==> src/mgss_pkg.sv <==
package mgss_pkg;

   localparam int SAMPLE_WIDTH = 32;
   localparam int SUM_WIDTH    = 64;

   typedef struct packed {
      logic signed [SAMPLE_WIDTH-1:0] sample;
      logic                           last;
   } req_word_type;

   typedef struct packed {
      logic signed [SUM_WIDTH-1:0] best_sum;
      logic                        too_short;
   } rsp_word_type;

endpackage

==> src/max_gapped_subsequence_sum_top.sv <==
// channel   direction  ports                             word
// -------   ---------  --------------------------------  ------------------------
// req       in         req_valid req_stall req_word       sample, last
// rsp       out        rsp_valid rsp_stall rsp_word       best_sum, too_short
//
// one sample per cycle unless req_stall is raised; each sample passes through the input register, and
// a result shows at rsp from the edge its last sample leaves that register
// the rate is set by the state update loop: add and compares on the sum width
// reset is synchronous and clears valid flags and the per-sequence state
// a last sample waits in the input register only while a previous result is
// still held at rsp under stall; other samples never wait
module max_gapped_subsequence_sum_top (
   input  logic                  clock,
   input  logic                  reset,
   input  logic                  req_valid,
   output logic                  req_stall,
   input  mgss_pkg::req_word_type req_word,
   output logic                  rsp_valid,
   input  logic                  rsp_stall,
   output mgss_pkg::rsp_word_type rsp_word
);
   import mgss_pkg::*;

   localparam logic [1:0] CountTwo   = 2'd2;
   localparam logic [1:0] CountThree = 2'd3;

   // input register
   logic         in_valid_ff, in_valid_in;
   req_word_type in_word_ff,  in_word_in;

   // per-sequence state
   logic signed [SUM_WIDTH-1:0] prev_ff,   prev_in;
   logic signed [SUM_WIDTH-1:0] prev2_ff,  prev2_in;
   logic signed [SUM_WIDTH-1:0] ending_ff, ending_in;
   logic signed [SUM_WIDTH-1:0] answer_ff, answer_in;
   logic [1:0]                  count_ff,  count_in;

   // result register
   logic         out_valid_ff, out_valid_in;
   rsp_word_type out_word_ff,  out_word_in;

   logic                        advance;
   logic signed [SUM_WIDTH-1:0] x;
   logic signed [SUM_WIDTH-1:0] prev_plus_x;
   logic signed [SUM_WIDTH-1:0] prefix;
   logic signed [SUM_WIDTH-1:0] base;
   logic signed [SUM_WIDTH-1:0] ending_new;
   logic signed [SUM_WIDTH-1:0] answer_new;

   // a last sample can only leave when the result register is free
   assign advance   = in_valid_ff &&
                      !(in_word_ff.last && out_valid_ff && rsp_stall);
   assign req_stall = in_valid_ff && !advance;

   assign x = {{(SUM_WIDTH-SAMPLE_WIDTH){in_word_ff.sample[SAMPLE_WIDTH-1]}},
               in_word_ff.sample};

   always_comb begin
      prev_plus_x = prev_ff + x;

      // best non-empty subset sum of the prefix
      if (count_ff == '0) begin
         prefix = x;
      end else begin
         prefix = (prev_ff > x) ? prev_ff : x;
         if (prev_plus_x > prefix) begin
            prefix = prev_plus_x;
         end
      end

      // best gapped selection ending here, from the third sample on
      if (count_ff == CountTwo) begin
         base = prev2_ff;
      end else begin
         base = (ending_ff > prev2_ff) ? ending_ff : prev2_ff;
      end
      ending_new = base + x;

      if (count_ff == CountTwo) begin
         answer_new = ending_new;
      end else begin
         answer_new = (answer_ff > ending_new) ? answer_ff : ending_new;
      end
   end

   always_comb begin
      in_valid_in  = in_valid_ff;
      in_word_in   = in_word_ff;
      prev_in      = prev_ff;
      prev2_in     = prev2_ff;
      ending_in    = ending_ff;
      answer_in    = answer_ff;
      count_in     = count_ff;
      out_valid_in = out_valid_ff;
      out_word_in  = out_word_ff;

      if (out_valid_ff && !rsp_stall) begin
         out_valid_in = 1'b0;
      end

      if (advance) begin
         in_valid_in = 1'b0;
         prev2_in    = prev_ff;
         prev_in     = prefix;
         if (count_ff >= CountTwo) begin
            ending_in = ending_new;
            answer_in = answer_new;
         end
         if (count_ff != CountThree) begin
            count_in = count_ff + 2'd1;
         end

         if (in_word_ff.last) begin
            out_valid_in = 1'b1;
            if (count_ff < CountTwo) begin
               out_word_in.best_sum  = '0;
               out_word_in.too_short = 1'b1;
            end else begin
               out_word_in.best_sum  = answer_new;
               out_word_in.too_short = 1'b0;
            end
            // sequence done, back to the reset state
            prev_in   = '0;
            prev2_in  = '0;
            ending_in = '0;
            answer_in = '0;
            count_in  = '0;
         end
      end

      if (req_valid && !req_stall) begin
         in_valid_in = 1'b1;
         in_word_in  = req_word;
      end
   end

   always_ff @(posedge clock) begin
      if (reset) begin
         in_valid_ff  <= 1'b0;
         out_valid_ff <= 1'b0;
         prev_ff      <= '0;
         prev2_ff     <= '0;
         ending_ff    <= '0;
         answer_ff    <= '0;
         count_ff     <= '0;
      end else begin
         in_valid_ff  <= in_valid_in;
         out_valid_ff <= out_valid_in;
         prev_ff      <= prev_in;
         prev2_ff     <= prev2_in;
         ending_ff    <= ending_in;
         answer_ff    <= answer_in;
         count_ff     <= count_in;
      end
      in_word_ff  <= in_word_in;
      out_word_ff <= out_word_in;
   end

   assign rsp_valid = out_valid_ff;
   assign rsp_word  = out_word_ff;

endmodule
==> config.mk <==
export PLATFORM = sky130hd
export DESIGN_NAME = max_gapped_subsequence_sum_top
export DESIGN_NICKNAME = d
export VERILOG_FILES = /design/src/mgss_pkg.sv /design/src/max_gapped_subsequence_sum_top.sv
export SDC_FILE = /design/constraint.sdc
export NUM_CORES = 1
export LEC_CHECK = 0
export ABC_AREA = 0
export BUFFER_PORTS_ARGS = -buffer_cell sky130_fd_sc_hd__buf_2
export CORE_ASPECT_RATIO = 1.25
export CORE_MARGIN = 4
export CORE_UTILIZATION = 25
export CTS_CLUSTER_SIZE = 8
export DETAILED_ROUTE_END_ITERATION = 12
export HOLD_SLACK_MARGIN = 0.12
export MAX_ROUTING_LAYER = met4
export SLEW_MARGIN = 40
export SYNTH_ARGS = -nofsm -noshare
export SYNTH_HDL_FRONTEND = slang
export SYNTH_SLANG_ARGS = --single-unit
==> constraint.sdc <==
create_clock -name clock -period 8.9 [get_ports clock]
set_input_delay 0 -clock clock [delete_from_list [all_inputs] [get_ports clock]]
set_output_delay 0 -clock clock [all_outputs]
set_load 0.01 [all_outputs]
==> results of run 1 <==
sequential cells by signal (all words and copies together) (netlist names):
| name | cells |
|---|---|
| rsp_word | 65 |
| answer_ff | 64 |
| ending_ff | 64 |
| prev2_ff | 64 |
| prev_ff | 64 |
| in_word_ff | 33 |
| count_ff | 2 |
| in_valid_ff | 1 |
| rsp_valid | 1 |
metrics by stage:
step | hold slack [ns] | area, sq um | TNS, ns | util (%) | power [W]
after global routing | 0.200 | 35400 | -0.112 | 31.2 | 0.00536
after detailed placement | 0.178 | 32500 | -117.17 | 28.6 | 0.00310
after global placement | 0.176 | 32500 | -104.02 | 28.6 | 0.00308
after floorplan | 0.0989 | 28700 | 0 | - | 0.00267
after CTS | 0.154 | 34800 | 0 | 30.6 | 0.00502
final | 0.165 | 35400 | 0 | 31.2 | 0.00512
path summary, 6_finish.rpt:
check | startpoint | to | slack, ns
setup / recovery | prev2_ff[9] | rsp_word[23] | 0.34
setup reg to reg | prev2_ff[9] | rsp_word[23] | 0.34
hold / removal | req_word[32] | in_word_ff[32] | 0.16
hold reg to reg | answer_ff[2] | answer_ff[2] | 0.47
cells in the mapped netlist, types with 6 or more instances:
library cell,count
sky130_fd_sc_hd__o31ai_1,43
sky130_fd_sc_hd__edfxtp_1,98
sky130_fd_sc_hd__o211ai_1,19
sky130_fd_sc_hd__o311ai_0,6
sky130_fd_sc_hd__o21a_1,14
sky130_fd_sc_hd__buf_1,27
sky130_fd_sc_hd__buf_2,18
sky130_fd_sc_hd__a22oi_1,159
sky130_fd_sc_hd__a31oi_1,16
sky130_fd_sc_hd__or3_1,14
sky130_fd_sc_hd__xor2_1,33
sky130_fd_sc_hd__nor2_1,452
sky130_fd_sc_hd__a21o_1,71
sky130_fd_sc_hd__a21oi_1,328
sky130_fd_sc_hd__a2111oi_0,10
sky130_fd_sc_hd__o221ai_1,6
sky130_fd_sc_hd__clkbuf_1,135
sky130_fd_sc_hd__a211o_1,6
sky130_fd_sc_hd__inv_1,275
sky130_fd_sc_hd__and2_1,44
sky130_fd_sc_hd__and3_1,14
sky130_fd_sc_hd__mux2i_1,78
sky130_fd_sc_hd__nand3_1,96
sky130_fd_sc_hd__nor4_1,14
sky130_fd_sc_hd__and4_1,6
sky130_fd_sc_hd__nand2b_1,34
sky130_fd_sc_hd__o211a_1,6
sky130_fd_sc_hd__o21bai_1,30
sky130_fd_sc_hd__ha_1,382
sky130_fd_sc_hd__or3b_2,8
sky130_fd_sc_hd__a41oi_1,11
sky130_fd_sc_hd__a211oi_1,21
sky130_fd_sc_hd__mux2_1,8
sky130_fd_sc_hd__dfxtp_1,260
sky130_fd_sc_hd__nand4_1,67
sky130_fd_sc_hd__o21ai_0,195
sky130_fd_sc_hd__a32oi_1,27
sky130_fd_sc_hd__a221oi_1,39
sky130_fd_sc_hd__nor2b_1,38
sky130_fd_sc_hd__xnor2_1,84
sky130_fd_sc_hd__nor3_1,47
sky130_fd_sc_hd__nand2_1,243
cells by family (layout without fill, tap and decap cells):
kind of cell               Yosys count  in the layout  share of synthesized area [%]
and+or+nand+nor                   1101           1103                           17.6
AOI/OAI and AO/OA                 1069           1069                           24.2
buffers and inverters              461            806                           6.20
adders and majority gates          384            384                           16.8
DFF                                358            358                           28.4
xor gates and xnor gates           117            117                           3.57
muxes                               90             90                           3.22
other                                0              4                              0
power by group:
part / internal, W / total, W / switching, W
Sequential: 0.00171 / 0.00176 / 0.0000486
Clock: 0.00109 / 0.00185 / 0.000754
Combinational: 0.000654 / 0.00152 / 0.000865
area by class of cell:
| class | count | area share, % |
|---|---|---|
| repair buffers | 450 | 10.3 |
| diodes | 4 | 0.0283 |
| flip-flops and latches | 358 | 23.0 |
| clock buffers | 77 | 4.06 |
| multi-input cells | 2763 | 54.4 |
| clock inverters | 2 | 0.0671 |
| inverters | 277 | 2.95 |
| well taps | 1470 | 5.19 |
routing by layer:
metal | routed length, um | vias up
li1 | - | 13607
met5 | 0 | -
met1 | 41400 | 12948
met2 | 47000 | 652
met3 | 3810 | 184
met4 | 4420 | 0
cells in the final DEF, fill, tap and decap left out, drive strengths merged, types with 21 or more instances in the layout:
| master | instances |
|---|---|
| a211oi | 21 |
| a21o | 71 |
| a21oi | 328 |
| a221oi | 45 |
| a22oi | 159 |
| a32oi | 27 |
| and2 | 46 |
| buf | 372 |
| clkbuf | 85 |
| dfxtp | 260 |
| dlygate4sd3 | 69 |
| edfxtp | 98 |
| ha | 382 |
| inv | 277 |
| mux2i | 79 |
| nand2 | 243 |
| nand2b | 35 |
| nand3 | 96 |
| nand4 | 68 |
| nor2 | 453 |
| nor2b | 38 |
| nor3 | 47 |
| o21ai | 200 |
| o21bai | 30 |
| o31ai | 44 |
| xnor2 | 84 |
| xor2 | 33 |
what timing repair did:
action,CTS,global route
setup endpoints to repair,128,150
pin swaps,0,36
hold endpoints to repair,138,0
setup buffers,1,15
hold buffers,69,0
resized for setup,16,68
cloned,2,9
==> out/qor.tcl, run 1 <==
set qor(outcome) {completed}
set qor(vias_in_the_first_global_route) 26781
set qor(fp.dieW_um) 311
set qor(place.port_buffers) 103
set qor(vias) 27391
set qor(routedWlPerCell_um) 17.9
set qor(synth-seq-cells) 358
set qor(end_kind) {flip-flop}
set qor(detail_route.iter0.violations) 1801
set qor(setup_viol) 0
set qor(path_max_fanout) 16
set qor(clock_latency_ns) 0.62
set qor(cts_tree) {done}
set qor(drc_errors) 0
set qor(yosysWarnings) 0
set qor(finish.cell_count_without_fillers) 5401
set qor(n_fill_cell) 11980
set qor(post-synth-top-area-cell) {sky130_fd_sc_hd__dfxtp_1}
set qor(avgSynthCellArea_sq_um) 8.03
set qor(dpl.hpwl_um) 72200
set qor(site_row_count) 138
set qor(leakagePower_nw) 15.0
set qor(cp.required_ns) 9.22
set qor(design.core.area_sq_um) 114000
set qor(synth_fp_nets) 4001
set qor(drt-vias-per-instance) 5.07
set qor(cts.reportedPaths.clkPinSlew_ns) 0.05
set qor(boundaryPins) 104
set qor(setup_ws_ns) 0.341
set qor(final.period_utilization_pct) 96.2
set qor(worst_slew_margin_rel_pct) 42.3
set qor(grt-ovfl-total) 0
set qor(timing.hold.worst_path_depth) 2
set qor(num-nets-final) 4322
set qor(groute.layer.met1.usage_pct) 18.5
set qor(multi_input_comb_area_sq_um) 19300
set qor(max-vdd-ir-drop_uv) 126
set qor(dp.cells) 5222
set qor(drv_cap) 0
set qor(floorplan.die_area_sq_um) 120000
set qor(synth-main-ff-cell) {sky130_fd_sc_hd__dfxtp_1}
set qor(layout-drive-gt1-share_pct) 13.8
set qor(crit_family) {compound AO/OA/AOI/OAI gates}
set qor(netlist-cell-type-count) 85
set qor(global_route.usage.met2_pct) 26.8
set qor(worst_setup_path_start_kind) {flip-flop}
set qor(grt-busiest-layer) {met2}
set qor(critical_path_arrival_ns) 8.88
set qor(antenna_violations_before_repair) 5
set qor(worst-path-stages) 43
set qor(post-route-min-period_ns) 8.56
set qor(reg2reg_depth) 43
set qor(crit_path_buf_inv_count) 11
set qor(clockRootBuffer) {sky130_fd_sc_hd__clkbuf_16}
set qor(postRouteWirelength_um) 96600
set qor(report.final.slew_viol_count) 0
set qor(flow.area_growth_from_synthesis_pct) 23.2
set qor(dp_worst_setup_slack_ns) -1.03
set qor(netlist_top_cells_area) {sky130_fd_sc_hd__dfxtp_1 18%, sky130_fd_sc_hd__ha_1 17%, sky130_fd_sc_hd__edfxtp_1 10%}
set qor(synthesis.area_sq_um) 28700
set qor(drt.antenna.violating_nets) 0
set qor(synth_largest_type_area_fraction_pct) 18.1
set qor(grt_util_all_layers_pct) 15.6
set qor(cpMaxStageDelayCell) {sky130_fd_sc_hd__a221oi_4}
set qor(clock_path_buffers) 3
set qor(cts-buffers-inserted) 51
set qor(tightestPinTransition_ns) 0.865
set qor(finalWeightedCongestion) 0.930
set qor(syn_inst) 3580
set qor(ys_seq_area_share_pct) 28.4
set qor(classification_of_the_worst_slack_hold_path) {in -> reg}
set qor(initial_core_util_pct) 25.3
set qor(cts_max_level) 2
set qor(maximum_number_of_pins_on_one_net_before_global_route_repair) 157
set qor(grt_pass1_wl_um) 148000
set qor(timing.fmax_mhz) 117
set qor(numClockSinks) 358
set qor(dr.pass1.iters) 5
set qor(power.density_nw_per_um2) 145
set qor(critPathMostFrequentCell) {sky130_fd_sc_hd__buf_4}
set qor(path_class) {reg -> reg}
set qor(worst_path_largest_cell_delay_ns) 0.34
set qor(finClkSkew_ns) 0.0355
set qor(synth-edff-count) 98
set qor(grtUsageMet3_pct) 1.55
set qor(ff_latch_area_sq_um) 8150
set qor(floorplan.die.height_um) 387
set qor(hold_violation_count_in_the_final_report) 0
set qor(synth_async_sr_flop_share_pct) 0
Power figures use the tool's default switching activity.
==> run 2, diff against run 1 <==
--- a/config.mk
+++ b/config.mk
@@ -7,7 +7,7 @@
 export LEC_CHECK = 0
 export ABC_AREA = 0
 export BUFFER_PORTS_ARGS = -buffer_cell sky130_fd_sc_hd__buf_2
-export CORE_ASPECT_RATIO = 1.25
+export CORE_ASPECT_RATIO = 1.4
 export CORE_MARGIN = 4
 export CORE_UTILIZATION = 25
 export CTS_CLUSTER_SIZE = 8
==> out/qor.tcl, run 2 (synthesis results as in run 1) <==
set qor(outcome) {completed} ;# unchanged
set qor(tightestPinTransition_ns) 0.872 ;# was 0.865 ns
set qor(reg2reg_depth) 42 ;# was 43
set qor(leakagePower_nw) 14.9 ;# was 15.0 nW
set qor(setup_viol) 0 ;# unchanged
set qor(num-nets-final) 4319 ;# was 4322
set qor(antenna_violations_before_repair) 5 ;# unchanged
set qor(n_fill_cell) 12130 ;# was 12.0k
set qor(timing.fmax_mhz) 117 ;# about the same
set qor(drv_cap) 0 ;# unchanged
set qor(finalPower_w) 0.00499 ;# was 0.00512 W
set qor(regToRegStartpoint) {prev2_ff[9]} ;# unchanged
set qor(layout-drive-gt1-share_pct) 13.3 ;# was 13.8%
set qor(end_kind) {flip-flop} ;# unchanged
set qor(report.final.slew_viol_count) 0 ;# unchanged
set qor(grt_setup_unrepaired) {false}
set qor(path_max_fanout) 27 ;# was 16
set qor(maximum_number_of_pins_on_one_net_before_global_route_repair) 102 ;# was 157
set qor(dr.pass1.iters) 5 ;# unchanged
set qor(m1WireLength_um) 40100 ;# was 41400 um
set qor(path_class) {reg -> reg} ;# unchanged
set qor(critical_path.reg2reg.endpoint) {rsp_word[28]} ;# was rsp_word[23]
set qor(crit_path_start) {prev2_ff[9]} ;# unchanged
set qor(hold_slack_ns) 0.166 ;# was 0.165 ns
set qor(route.met3.wl_um) 3130 ;# was 3810 um
set qor(detail_route.iter0.violations) 1626 ;# was 1801
set qor(drt.antenna.violating_nets) 0 ;# unchanged
set qor(fp.dieW_um) 295 ;# was 311 um
set qor(worst-path-stages) 42 ;# was 43
set qor(cpMaxStageDelayCell) {sky130_fd_sc_hd__or4b_2} ;# was sky130_fd_sc_hd__a221oi_4
set qor(cts_tree) {done} ;# unchanged
set qor(place.port_buffers) 103 ;# unchanged
set qor(grt_util_all_layers_pct) 15.7 ;# was 15.6%
set qor(cts-buffers-inserted) 51 ;# unchanged
set qor(design.core.area_sq_um) 114000 ;# about the same
set qor(boundaryPins) 104 ;# unchanged
set qor(vias) 27139 ;# was 27.4k
set qor(crit_path_buf_inv_count) 7 ;# was 11
set qor(critical_path_arrival_ns) 8.89 ;# was 8.88 ns
set qor(crit_family) {compound AO/OA/AOI/OAI gates} ;# unchanged
set qor(initial_core_util_pct) 25.3 ;# about the same
set qor(mostFrequentLayoutCells) {449 x sky130_fd_sc_hd__nor2_1, 380 x sky130_fd_sc_hd__ha_1, 325 x sky130_fd_sc_hd__a21oi_1, 274 x sky130_fd_sc_hd__inv_1} ;# was 447 x sky130_fd_sc_hd__nor2_1, 378 x sky130_fd_sc_hd__ha_1, 320 x sky130_fd_sc_hd__a21oi_1, 274 x sky130_fd_sc_hd__inv_1, 260 x sky130_fd_sc_hd__dfxtp_1
set qor(floorplan.die.height_um) 409 ;# was 387 um
set qor(finalWeightedCongestion) 0.943 ;# was 0.930
set qor(finClkSkew_ns) 0.0258 ;# was 0.0355 ns
set qor(core_occupancy_in_the_finished_layout_pct) 30.9 ;# was 31.2%
set qor(clockRootBuffer) {sky130_fd_sc_hd__clkbuf_16} ;# unchanged
set qor(worst_setup_path_start_kind) {flip-flop} ;# unchanged
set qor(flow.area_growth_from_synthesis_pct) 22.1 ;# was 23.2%
set qor(routedWlPerCell_um) 17.6 ;# was 17.9 um
set qor(highest-signal-layer) {met4} ;# unchanged
set qor(cts.reportedPaths.clkPinSlew_ns) 0.05 ;# about the same
set qor(hold_violation_count_in_the_final_report) 0 ;# unchanged
set qor(cp.required_ns) 9.24 ;# was 9.22 ns
set qor(postRouteWirelength_um) 95100 ;# was 96600 um
set qor(dpl.hpwl_um) 73700 ;# was 72200 um
set qor(detailroute.wirelength.met2_um) 46900 ;# was 47000 um
set qor(post-route-min-period_ns) 8.54 ;# was 8.56 ns
set qor(numClockSinks) 358 ;# unchanged
set qor(worst_slew_margin_rel_pct) 41.8 ;# was 42.3%
set qor(drt-vias-per-instance) 5.02 ;# was 5.07
set qor(largest_register_ffs) 65 ;# unchanged
set qor(mostFrequentLayoutCell) {sky130_fd_sc_hd__nor2_1} ;# unchanged
set qor(site_row_count) 146 ;# was 138
set qor(worstSetupEndpoint) {rsp_word[28]} ;# was rsp_word[23]
set qor(grt-ovfl-total) 0 ;# unchanged
set qor(grt_pass1_wl_um) 148000 ;# about the same
set qor(power.density_nw_per_um2) 142 ;# was 145 nW/um^2
set qor(clock_latency_ns) 0.61 ;# was 0.62 ns
set qor(classification_of_the_worst_slack_hold_path) {in -> reg} ;# unchanged
set qor(drc_errors) 0 ;# unchanged
set qor(clock_path_buffers) 3 ;# unchanged
set qor(max-vdd-ir-drop_uv) 146 ;# was 126 uV
set qor(cts_max_level) 2 ;# unchanged
set qor(vias_in_the_first_global_route) 27166 ;# was 26.8k
set qor(worst_path_largest_cell_delay_ns) 0.67 ;# was 0.34 ns
set qor(floorplan.die_area_sq_um) 121000 ;# was 120000 sq um
set qor(final.period_utilization_pct) 96.0 ;# was 96.2%
set qor(worst-r2r-setup-slack_ns) 0.36 ;# was 0.34 ns
[run 2: stage by stage]
stage	setup slack, ns	TNS, ns	instance area [sq um]	std cells
after global routing	0.000446	0	35100	5410
after CTS	0.0290	0	34900	5403
after global placement	-0.407	-32.25	32700	5255
after floorplan	0.0705	0	28700	3580
final	0.355	0	35100	5410
after detailed placement	-0.457	-39.61	32700	5256
[run 2: where the power goes]
part / internal [W] / leakage (nW) / switching (W)
clock network: 0.00106 / 0.690 / 0.000754
logic: 0.000591 / 11.2 / 0.000823
registers: 0.00171 / 2.98 / 0.0000465
[run 2: area by class of cell]
| cell class | instances | area [sq um] | area share [%] |
|---|---|---|---|
| multi-input combinational | 2761 | 19100 | 54.5 |
| sequential | 358 | 8150 | 23.2 |
| timing repair buffer | 449 | 3480 | 9.93 |
| tap | 1480 | 1850 | 5.28 |
| clock buffer | 77 | 1400 | 3.98 |
| inverter | 277 | 1040 | 2.98 |
| clock inverter | 4 | 35.0 | 0.0999 |
| antenna | 4 | 10.0 | 0.0285 |
[run 2: layer usage]
| layer | GRT usage, % | up-vias |
|---|---|---|
| met5 | - | - |
| met4 | 7.33 | 0 |
| met3 | 1.50 | 201 |
| met2 | 27.9 | 556 |
| met1 | 17.9 | 12796 |
| li1 | - | 13586 |
[run 2: worst min path at each step]
stage / slack, ns / depth (start not counted) / startpoint / end
5_1_grt: 0.19 / 2 / req_word[1] / in_word_ff[1]
6_report: 0.17 / 2 / req_word[0] / in_word_ff[0]
3_3_place_gp: 0.18 / 1 / req_word[15] / in_word_ff[15]
4_1_cts: 0.14 / 2 / req_word[0] / in_word_ff[0]
2_1_floorplan: 0.1 / 0 / req_word[0] / in_word_ff[0]
3_5_place_dp: 0.18 / 1 / req_word[13] / in_word_ff[13]
[run 2: timing repair]
| action | in CTS | in global routing |
|---|---|---|
| hold buffers | 66 | 0 |
| setup endpoints to repair | 128 | 182 |
| pin swaps | 0 | 12 |
| endpoints found under the hold margin | 119 | 0 |
| setup buffers | 0 | 3 |
| resized for setup | 9 | 40 |
